==> src/rtl/core/sgdmf_pkg.sv <==
`default_nettype none
package sgdmf_pkg;

    // row < 1024 and LATENT <= 128, so a word address never needs more than 17 bits
    localparam int ADDR_W = 17;

    localparam logic [2:0] KIND_WR_P  = 3'd0;
    localparam logic [2:0] KIND_WR_Q  = 3'd1;
    localparam logic [2:0] KIND_SMP_P = 3'd2;
    localparam logic [2:0] KIND_SMP_Q = 3'd3;
    localparam logic [2:0] KIND_RD_P  = 3'd4;
    localparam logic [2:0] KIND_RD_Q  = 3'd5;

    typedef struct packed {
        logic [2:0]         kind;
        logic [9:0]         row;
        logic [9:0]         col;
        logic [5:0]         lane;
        logic signed [31:0] value;
    } in_item_t;

    typedef struct packed {
        logic signed [31:0] read_value;
        logic signed [31:0] error_value;
        logic               saturated;
    } out_item_t;

    typedef enum logic [2:0] {
        OP_NOP,
        OP_WR_P,
        OP_WR_Q,
        OP_SMP_P,
        OP_SMP_Q,
        OP_RD_P,
        OP_RD_Q
    } op_t;

    typedef struct packed {
        op_t                op;
        logic [ADDR_W-1:0]  paddr;
        logic [ADDR_W-1:0]  qaddr;
        logic signed [31:0] value;
    } cmd_t;

endpackage
`default_nettype wire

==> src/rtl/core/sgdmf_front.sv <==
`default_nettype none
module sgdmf_front
    import sgdmf_pkg::*;
#(
    parameter int ROWS   = 1024,
    parameter int COLS   = 1024,
    parameter int LATENT = 64
) (
    input  logic     clk,
    input  logic     rst_n,
    input  logic     push,
    output logic     full,
    input  in_item_t item,
    output logic     cmd_valid,
    output cmd_t     cmd,
    input  logic     cmd_pop
);

    // reciprocals for the index wrap; estimate is low by at most one
    localparam int MR = (1 << 20) / ROWS;
    localparam int MC = (1 << 20) / COLS;
    localparam int ML = (1 << 12) / LATENT;

    logic       s1_valid_reg, s1_valid_next;
    in_item_t   s1_item_reg;
    logic [9:0] s1_qr_reg, s1_qc_reg;
    logic [5:0] s1_ql_reg;

    logic [30:0] pr, pc;
    logic [18:0] pl;

    cmd_t        q_reg [2];
    logic        wr_ptr_reg, rd_ptr_reg;
    logic [1:0]  count_reg;
    logic        q_full, q_push, q_pop, accept;

    logic [31:0] rem_r, rem_c, rem_l, t_r, t_c, t_l, a_r, a_c;
    cmd_t        new_cmd;

    assign q_full = (count_reg == 2'd2);
    assign q_push = s1_valid_reg && !q_full;
    assign q_pop  = cmd_pop && (count_reg != 2'd0);
    assign full   = s1_valid_reg && q_full;
    assign accept = push && !full;

    assign cmd_valid = (count_reg != 2'd0);
    assign cmd       = q_reg[rd_ptr_reg];

    always_comb
    begin
        pr = 31'(item.row) * 31'(MR);
        pc = 31'(item.col) * 31'(MC);
        pl = 19'(item.lane) * 19'(ML);
        s1_valid_next = accept || (s1_valid_reg && q_full);
    end

    always_comb
    begin
        t_r = 32'(s1_qr_reg) * 32'(ROWS);
        t_c = 32'(s1_qc_reg) * 32'(COLS);
        t_l = 32'(s1_ql_reg) * 32'(LATENT);
        rem_r = 32'(s1_item_reg.row) - t_r;
        rem_c = 32'(s1_item_reg.col) - t_c;
        rem_l = 32'(s1_item_reg.lane) - t_l;
        if (rem_r >= 32'(ROWS))
        begin
            rem_r = rem_r - 32'(ROWS);
        end
        if (rem_c >= 32'(COLS))
        begin
            rem_c = rem_c - 32'(COLS);
        end
        if (rem_l >= 32'(LATENT))
        begin
            rem_l = rem_l - 32'(LATENT);
        end
        a_r = rem_r * 32'(LATENT);
        a_c = rem_c * 32'(LATENT);

        new_cmd.value = s1_item_reg.value;
        new_cmd.paddr = a_r[ADDR_W-1:0];
        new_cmd.qaddr = a_c[ADDR_W-1:0];
        case (s1_item_reg.kind)
            KIND_WR_P:
            begin
                new_cmd.op    = OP_WR_P;
                new_cmd.paddr = ADDR_W'(a_r + rem_l);
            end
            KIND_WR_Q:
            begin
                new_cmd.op    = OP_WR_Q;
                new_cmd.qaddr = ADDR_W'(a_c + rem_l);
            end
            KIND_SMP_P: new_cmd.op = OP_SMP_P;
            KIND_SMP_Q: new_cmd.op = OP_SMP_Q;
            KIND_RD_P:
            begin
                new_cmd.op    = OP_RD_P;
                new_cmd.paddr = ADDR_W'(a_r + rem_l);
            end
            KIND_RD_Q:
            begin
                new_cmd.op    = OP_RD_Q;
                new_cmd.qaddr = ADDR_W'(a_c + rem_l);
            end
            default:   new_cmd.op = OP_NOP;
        endcase
    end

    always_ff @(posedge clk or negedge rst_n)
    begin
        if (!rst_n)
        begin
            s1_valid_reg <= 1'b0;
            wr_ptr_reg   <= 1'b0;
            rd_ptr_reg   <= 1'b0;
            count_reg    <= 2'd0;
        end
        else
        begin
            s1_valid_reg <= s1_valid_next;
            if (q_push)
            begin
                wr_ptr_reg <= !wr_ptr_reg;
            end
            if (q_pop)
            begin
                rd_ptr_reg <= !rd_ptr_reg;
            end
            count_reg <= count_reg + 2'(q_push) - 2'(q_pop);
        end
    end

    always_ff @(posedge clk)
    begin
        if (accept)
        begin
            s1_item_reg <= item;
            s1_qr_reg   <= pr[29:20];
            s1_qc_reg   <= pc[29:20];
            s1_ql_reg   <= pl[17:12];
        end
        if (q_push)
        begin
            q_reg[wr_ptr_reg] <= new_cmd;
        end
    end

endmodule
`default_nettype wire

==> config.mk <==
export PLATFORM = sky130hd
export DESIGN_NAME = sgdmf_front
export DESIGN_NICKNAME = d
export VERILOG_FILES = /design/src/rtl/core/sgdmf_pkg.sv /design/src/rtl/core/sgdmf_front.sv
export SDC_FILE = /design/constraint.sdc
export NUM_CORES = 1
export LEC_CHECK = 0
export BUFFER_PORTS_ARGS = -buffer_cell sky130_fd_sc_hd__buf_4
export CORE_MARGIN = 2
export CORE_UTILIZATION = 59
export DETAILED_ROUTE_END_ITERATION = 8
export GPL_ROUTABILITY_DRIVEN = 0
export GPL_TIMING_DRIVEN = 0
export PLACE_DENSITY = 0.87
export RECOVER_POWER = 25
export SLEW_MARGIN = 10
export SYNTH_ARGS = -nofsm -noshare
export SYNTH_HDL_FRONTEND = slang
export SYNTH_SLANG_ARGS = --single-unit
==> constraint.sdc <==
create_clock -name clk -period 6.85 [get_ports clk]
set_clock_uncertainty 0.05 [all_clocks]
set_input_delay 0.685 -clock clk [delete_from_list [all_inputs] [get_ports clk]]
set_output_delay 0.685 -clock clk [all_outputs]
set_load 0.02 [all_outputs]
==> flow_summary_export.csv, run 1 <==
group,metric,value,unit
clocking,cts_htree_levels,4,
synthesis,synthArstFlopShare,0.02500,
die,die_h,114.2,microns
sta,whs,0.3914,ns
power,combPwrFrac,0.329,
global_route,grt_max_degree,62,
final_layout,fillCellCount,698,
clocking,ctsRootBufferMaster,"clkbuf_16",
placement,port_buffers,133,
synthesis,netlist_instances,320,
sta,fmax,0.4100,GHz
sta,tns,0,ns
sta,hold_viol,0,
outcome,status,"finished clean",
die,start_util,0.6012,
synthesis,syn_avg_cell_area,22.38,sq um
sta,timing.final.ws_setup,4.411,ns
synthesis,netlist_top_cells_count,"edfxtp_1, mux2_2, mux2_4, and2_1",
clocking,cts_tree,"yes",
final_layout,area_delta_synth_final,25.37,%
critical_path,worst-path-stages,5,
route,wirelength,11920,microns
placement,postPlaceCellArea,8437,sq um
clocking,clk_latency,0.42,ns
critical_path,arrival,1.70,ns
clocking,clk_path_buf_depth,2,
critical_path,critPathCaptureType,"output pin",
synthesis,synth_top_family_by_area,"multiplexers",
power,p_sw_frac,0.2973,
critical_path,crit_required,6.11,ns
power,powerDensity,454.5,nW/um^2
clocking,cts.clk_slew.worst_paths,0.06,ns
die,design.core.area,11910,sq um
clocking,clkSinkCount,200,
synthesis,yosys.area.top_type_share,0.8178,
synthesis,synth_xor_area_frac,0.003669,
final_layout,n_antenna_cell,0,
critical_path,cpMostUsedCell,"buf_6",
hold_path,min_path_cells,0,
sta,worst_pin_slew,0.8412,ns
sta,setup_viol,0,
die,rows,40,
route,drtAntennaViolNets,0,
sta,worst_slew_margin_rel,0.4392,
synthesis,synth_top_area_cell,"edfxtp_1",
critical_path,ff2ff_path_depth,4,
global_route,grt_pass1_wl,18290,microns
power,clkPwrFrac,0.225,
power,cellLeakagePower,3.363,nW
sta,timing.final.max_slew_violations,0,
synthesis,synth-main-ff-cell,"edfxtp_1",
final_layout,stdcell_count,636,
final_layout,seqCellArea,5981,sq um
sta,period_share,0.3561,
clocking,cts_buffers,17,
synthesis,synth_cell_types,27,
power,p_int,2.867,mW
critical_path,crit_path_max_fanout,10,
route,wl_per_cell,18.73,microns
critical_path,criticalPathCategory,"flip-flop to output pin",
final_layout,drive_gt1_frac,0.4928,
synthesis,synth_mux_area_frac,0.1158,
die,die_w,114.2,microns
route,drtPass1Iterations,4,
sta,rsz0062_at_grt,"false",
final_layout,multi_input_area,1104,sq um
synthesis,synth-simple-area-share,0.02289,
final_layout,finalInstanceArea,8977,sq um
critical_path,path_buf_inv,4,
die,die_area,13030,sq um
synthesis,synth_area_leaders,"edfxtp_1, mux2_2, mux2_4",
final_layout,postLayoutCoreUtil,0.7537,
critical_path,crit_family,"buffers and inverters",
power,p_sw,1.213,mW
synthesis,synth.most_common_cell,"edfxtp_1",
critical_path,cp_slowest_stage_delay,0.34,ns
power,ir_drop,327.9,uV
sta,layout_min_cycle_time,2.439,ns
synthesis,synth_fa_ha_area_frac,0.001747,
route,drc,0,
synthesis,yosys_warnings,0,
global_route,antenna_found_initial,0,
global_route,track_usage,0.1947,
final_layout,largest_reg_flops,134,
power,pwr-share-seq,0.445,
synthesis,synth_edf_count,195,
critical_path,worstPathCellList,"buf_6, buf_6, buf_8, mux2_4, buf_4",
synthesis,synth_seq_cells,200,
placement,hpwl,7849,microns
route,avgViaCountPerCell,5.286,
power,totalPowerFinal,4.080,mW
global_route,grt_overflow,0,
critical_path,slowest_stage,"dfrtp_1",
final_layout,final_nets,543,
synthesis,ys_seq_area_frac,0.8352,
placement,placed_cells,604,
run,maxCapViolCount,0,
placement,post-place-ws,4.813,ns
route,drtIter0Drc,220,
hold_path,min_path_type,"flip-flop to flip-flop",
clocking,post_cts_buffers,0,
global_route,grt_pass1_vias,3583,
synthesis,synth-compound-area-share,0.006815,
synthesis,netlist_area,7161,sq um
critical_path,startpoint_type,"flip-flop",
die,ios,136,
route,vias,3362,
## placed cells by master, fill, tap and decap left out, types with 5 or more instances in the layout
| master | count |
|---|---|
| buf_4 | 74 |
| clkinv_2 | 6 |
| clkbuf_16 | 17 |
| clkbuf_4 | 58 |
| mux2_2 | 47 |
| dfrtp_1 | 5 |
| and2_1 | 12 |
| mux2_4 | 20 |
| edfxtp_1 | 195 |
## routing by layer
layer	routed length, microns	vias to the layer above	GRT usage
met5	0	-	0
li1	-	1559	-
met1	4654	1679	0.2212
met4	186	0	0.08211
met2	6541	108	0.3508
met3	533	16	0.04923
## layout make-up
type	instances	share of cell area
flip-flops and latches	200	0.6662
multi-input cells	109	0.1229
repair buffers	137	0.1194
clock buffers	18	0.04780
well taps	147	0.02049
clock inverters	13	0.01254
plain buffers	10	0.009756
inverters	2	0.0008362
## path summary, 6_finish.rpt
path	startpoint	endpoint	slack, ns
setup / recovery	rd_ptr_reg	cmd[49]	4.41
hold / removal	s1_item_reg[43]	q_reg[1][43]	0.39
setup reg to reg	count_reg[0]	q_reg[0][60]	4.81
hold reg to reg	s1_item_reg[43]	q_reg[1][43]	0.39
max in group asynchronous	rst_n	rd_ptr_reg	6.08
min in group asynchronous	rst_n	s1_valid_reg	0.55
## power groups by stage
stage	Sequential [mW]	Combinational [mW]	Clock, mW
after CTS	1.82	1.37	0.932
after detailed placement	1.84	1.36	0
after global routing	1.85	1.43	0.970
after floorplan	1.83	0.835	0
final	1.82	1.34	0.919
after global placement	1.85	1.28	0
## cell families (layout without fill, tap and decap cells)
kind of cell | Yosys count | count (layout)
mux | 67 | 67
flops | 200 | 200
compound gates | 7 | 7
fa+ha+maj | 1 | 1
other cells | 1 | 2
buf+inv | 12 | 180
simple gates | 29 | 29
xor+xnor | 3 | 3
## repair_timing
action,in CTS,in global routing
hold endpoints to repair,5,0
gates resized for setup,0,0
hold buffers,1,0
## worst register-to-register path: stages (launching register included)
cell      delay, ns
dfrtp_1        0.46
nand2b_1       0.16
nand2_1        0.13
nor2_4         0.67
buf_16         0.26
Power figures use the tool's default switching activity.
==> run 2, diff against run 1 <==
Settings changed: ABC_AREA set to 1, CORE_UTILIZATION 59 to 49, PLACE_DENSITY 0.87 to 0.78.
Clock period 6.85 ns to 2.2 ns, I/O delays scaled along.
==> run 2 against run 1 <==
Compared with the run above:
- die area rose by 19%
- clock power rose to 3.4 times the previous value
- combinational power grew to 3.5 times the previous value
- largest cell class unchanged
==> flow_summary_export.csv, run 2 <==
group,metric,value,unit
route,wl_met3,683,microns
synthesis,synth-main-ff-cell,"edfxtp_1",
sta,layout_min_cycle_time,1.922,ns
sta,whs,0.1234,ns
clocking,clkSinkCount,200,
synthesis,synth-compound-area-share,0.002107,
die,start_util,0.4960,
clocking,post_cts_buffers,0,
die,rows,44,
synthesis,netlist_top_cells_count,"nand2_1, edfxtp_1, nor2_1, inv_1, buf_2",
synthesis,synth_area_leaders,"edfxtp_1, nand2_1, dfrtp_1",
critical_path,startpoint_type,"flip-flop",
synthesis,synth_cell_types,16,
power,clkPwrFrac,0.231,
critical_path,crit_required,1.93,ns
synthesis,synth_fa_ha_area_frac,0.001756,
synthesis,synth.most_common_cell,"nand2_1",
placement,port_buffers,133,
clocking,cts_htree_levels,4,
global_route,track_usage,0.1810,
synthesis,yosys_warnings,0,
final_layout,drive_gt1_frac,0.2626,
clocking,cts_buffers,17,
die,ios,136,
power,combPwrFrac,0.346,
route,drtPass1Iterations,5,
power,ir_drop,674.9,uV
synthesis,ys_seq_area_frac,0.8392,
synthesis,synth_top_area_cell,"edfxtp_1",
synthesis,syn_avg_cell_area,14.79,sq um
synthesis,synth_xor_area_frac,0.001229,
synthesis,synth_edf_count,195,
route,wirelength,13670,microns
critical_path,criticalPathCategory,"flip-flop to output pin",
route,top_layer,"met4",
global_route,grt_pass1_wl,21330,microns
synthesis,synth_mux_area_frac,0,
outcome,status,"finished clean",
run,maxCapViolCount,0,
route,wl_per_cell,15.19,microns
global_route,grt_overflow,0,
final_layout,stdcell_count,900,
sta,period_share,0.8734,
power,p_sw_frac,0.3362,
hold_path,min_path_type,"input port to flip-flop",
clocking,clk_path_buf_depth,2,
synthesis,netlist_instances,482,
critical_path,critPathCaptureType,"output pin",
route,drt-met1-wl,5438,microns
sta,fmax,0.5204,GHz
route,drtIter0Drc,232,
final_layout,final_common_cell,"nand2_1",
synthesis,yosys.area.top_type_share,0.8216,
synthesis,synth_seq_cells,200,
final_layout,final_nets,769,
die,die_w,124.6,microns
power,pwr-share-seq,0.423,
critical_path,arrival,1.65,ns
route,vias,4222,
synthesis,synthArstFlopShare,0.02500,
power,powerDensity,1388,nW/um^2
sta,worst_slew_margin_rel,0.6005,
clocking,clk_latency,0.42,ns
global_route,grt_max_degree,38,
global_route,grt_pass1_vias,4312,
route,drc,0,
critical_path,crit_path_max_fanout,10,
sta,worst_pin_slew,0.5980,ns
synthesis,synth-simple-area-share,0.1273,
sta,hold_viol,0,
die,design.core.area,14370,sq um
global_route,antenna_found_initial,0,
power,p_sw,4.528,mW
sta,timing.final.max_slew_violations,0,
clocking,cts.clk_slew.worst_paths,0.07,ns
placement,placed_cells,805,
sta,setup_viol,0,
power,p_int,8.939,mW
power,cellLeakagePower,4.013,nW
clocking,cts_tree,"yes",
final_layout,largest_reg_flops,134,
die,die_area,15530,sq um
synthesis,netlist_area,7127,sq um
placement,hpwl,8582,microns
die,die_h,124.6,microns
clocking,cts_resized,0,
route,avgViaCountPerCell,4.691,
final_layout,n_antenna_cell,0,
final_layout,final_cell_mix,"nand2_1, edfxtp_1, buf_4",
final_layout,area_delta_synth_final,36.15,%
route,wl_met2,7310,microns
route,drtAntennaViolNets,0,
synthesis,synth_top_family_by_area,"simple AND/OR/NAND/NOR gates",
clocking,hold_buffers,63,
clocking,ctsRootBufferMaster,"clkbuf_16",
sta,rsz0062_at_grt,"false",
## run 2: cell types whose count changed after synthesis, sizes merged, moves of 2 or more
cell / before / now
xnor2: 3 / 0
inv: 2 / 19
buf: 10 / 17
nand2b: 4 / 0
nor2: 5 / 20
nand2: 2 / 216
nand3: 1 / 3
and2: 13 / 0
mux2: 67 / 0
## run 2: cells by family (layout without fill, tap and decap cells)
group,Yosys count,after routing
fa+ha+maj,1,1
flops,200,200
xor+xnor,1,1
buf+inv,36,269
simple gates,240,240
other cells,1,2
compound gates,3,3
## run 2: path summary, 6_finish.rpt
kind | endpoint | slack (ns) | cells after the start | startpoint
max | cmd[50] | 0.28 | 7 | rd_ptr_reg
min in group asynchronous | count_reg[1] | 0.18 | 2 | rst_n
max reg2reg | s1_item_reg[32] | 0.29 | 5 | count_reg[0]
min | count_reg[1] | 0.12 | 5 | cmd_pop
min reg2reg | q_reg[1][8] | 0.39 | 0 | new_cmd[8]
max in group asynchronous | rd_ptr_reg | 1.70 | 2 | rst_n
## run 2: area by class of cell
class	count	area (sq um)
Inverter	19	77.57
Timing Repair Buffer	201	1725
Clock inverter	13	165.2
Multi-Input combinational cell	247	965.9
Clock buffer	19	432.9
Fill cell	991	4666
Buffer	17	125.1
Tap cell	184	230.2
Sequential cell	200	5981
## run 2: layer usage
layer / up-vias / global-route usage
li1: 2081 / -
met1: 1997 / 0.2096
met2: 123 / 0.3218
met3: 21 / 0.05412
met4: 0 / 0.06081
met5: - / 0
## run 2: power groups by stage
stage	Sequential [mW]	Clock, mW	Combinational [mW]
3_5_place_dp	5.77	0	4.61
6_report	5.70	3.11	4.66
2_1_floorplan	5.73	0	2.59
4_1_cts	5.70	3.16	4.73
5_1_grt	5.78	3.33	5.05
3_3_place_gp	5.80	0	4.35
## run 2: metrics by stage
step                      area, sq um  setup WS, ns  TNS (ns)  power [mW]    util
final                            9703        0.2784         0       13.47  0.6753
after CTS                        9707        0.2350         0       13.60  0.6755
after global routing             9703        0.1167         0       14.15  0.6753
after global placement           8368        -1.644   -234.68       10.15  0.5824
after floorplan                  7139       -0.6670    -88.65       8.323       -
after detailed placement         8478        0.2289         0       10.38  0.5900
## run 2: worst max-delay path: stages, from the launching register on
cell and delay [ns]:
dfrtp_1 0.37, buf_4 0.17, inv_4 0.08, buf_6 0.16, buf_6 0.16, nand2_1 0.06
nand2_1 0.08, buf_4 0.15
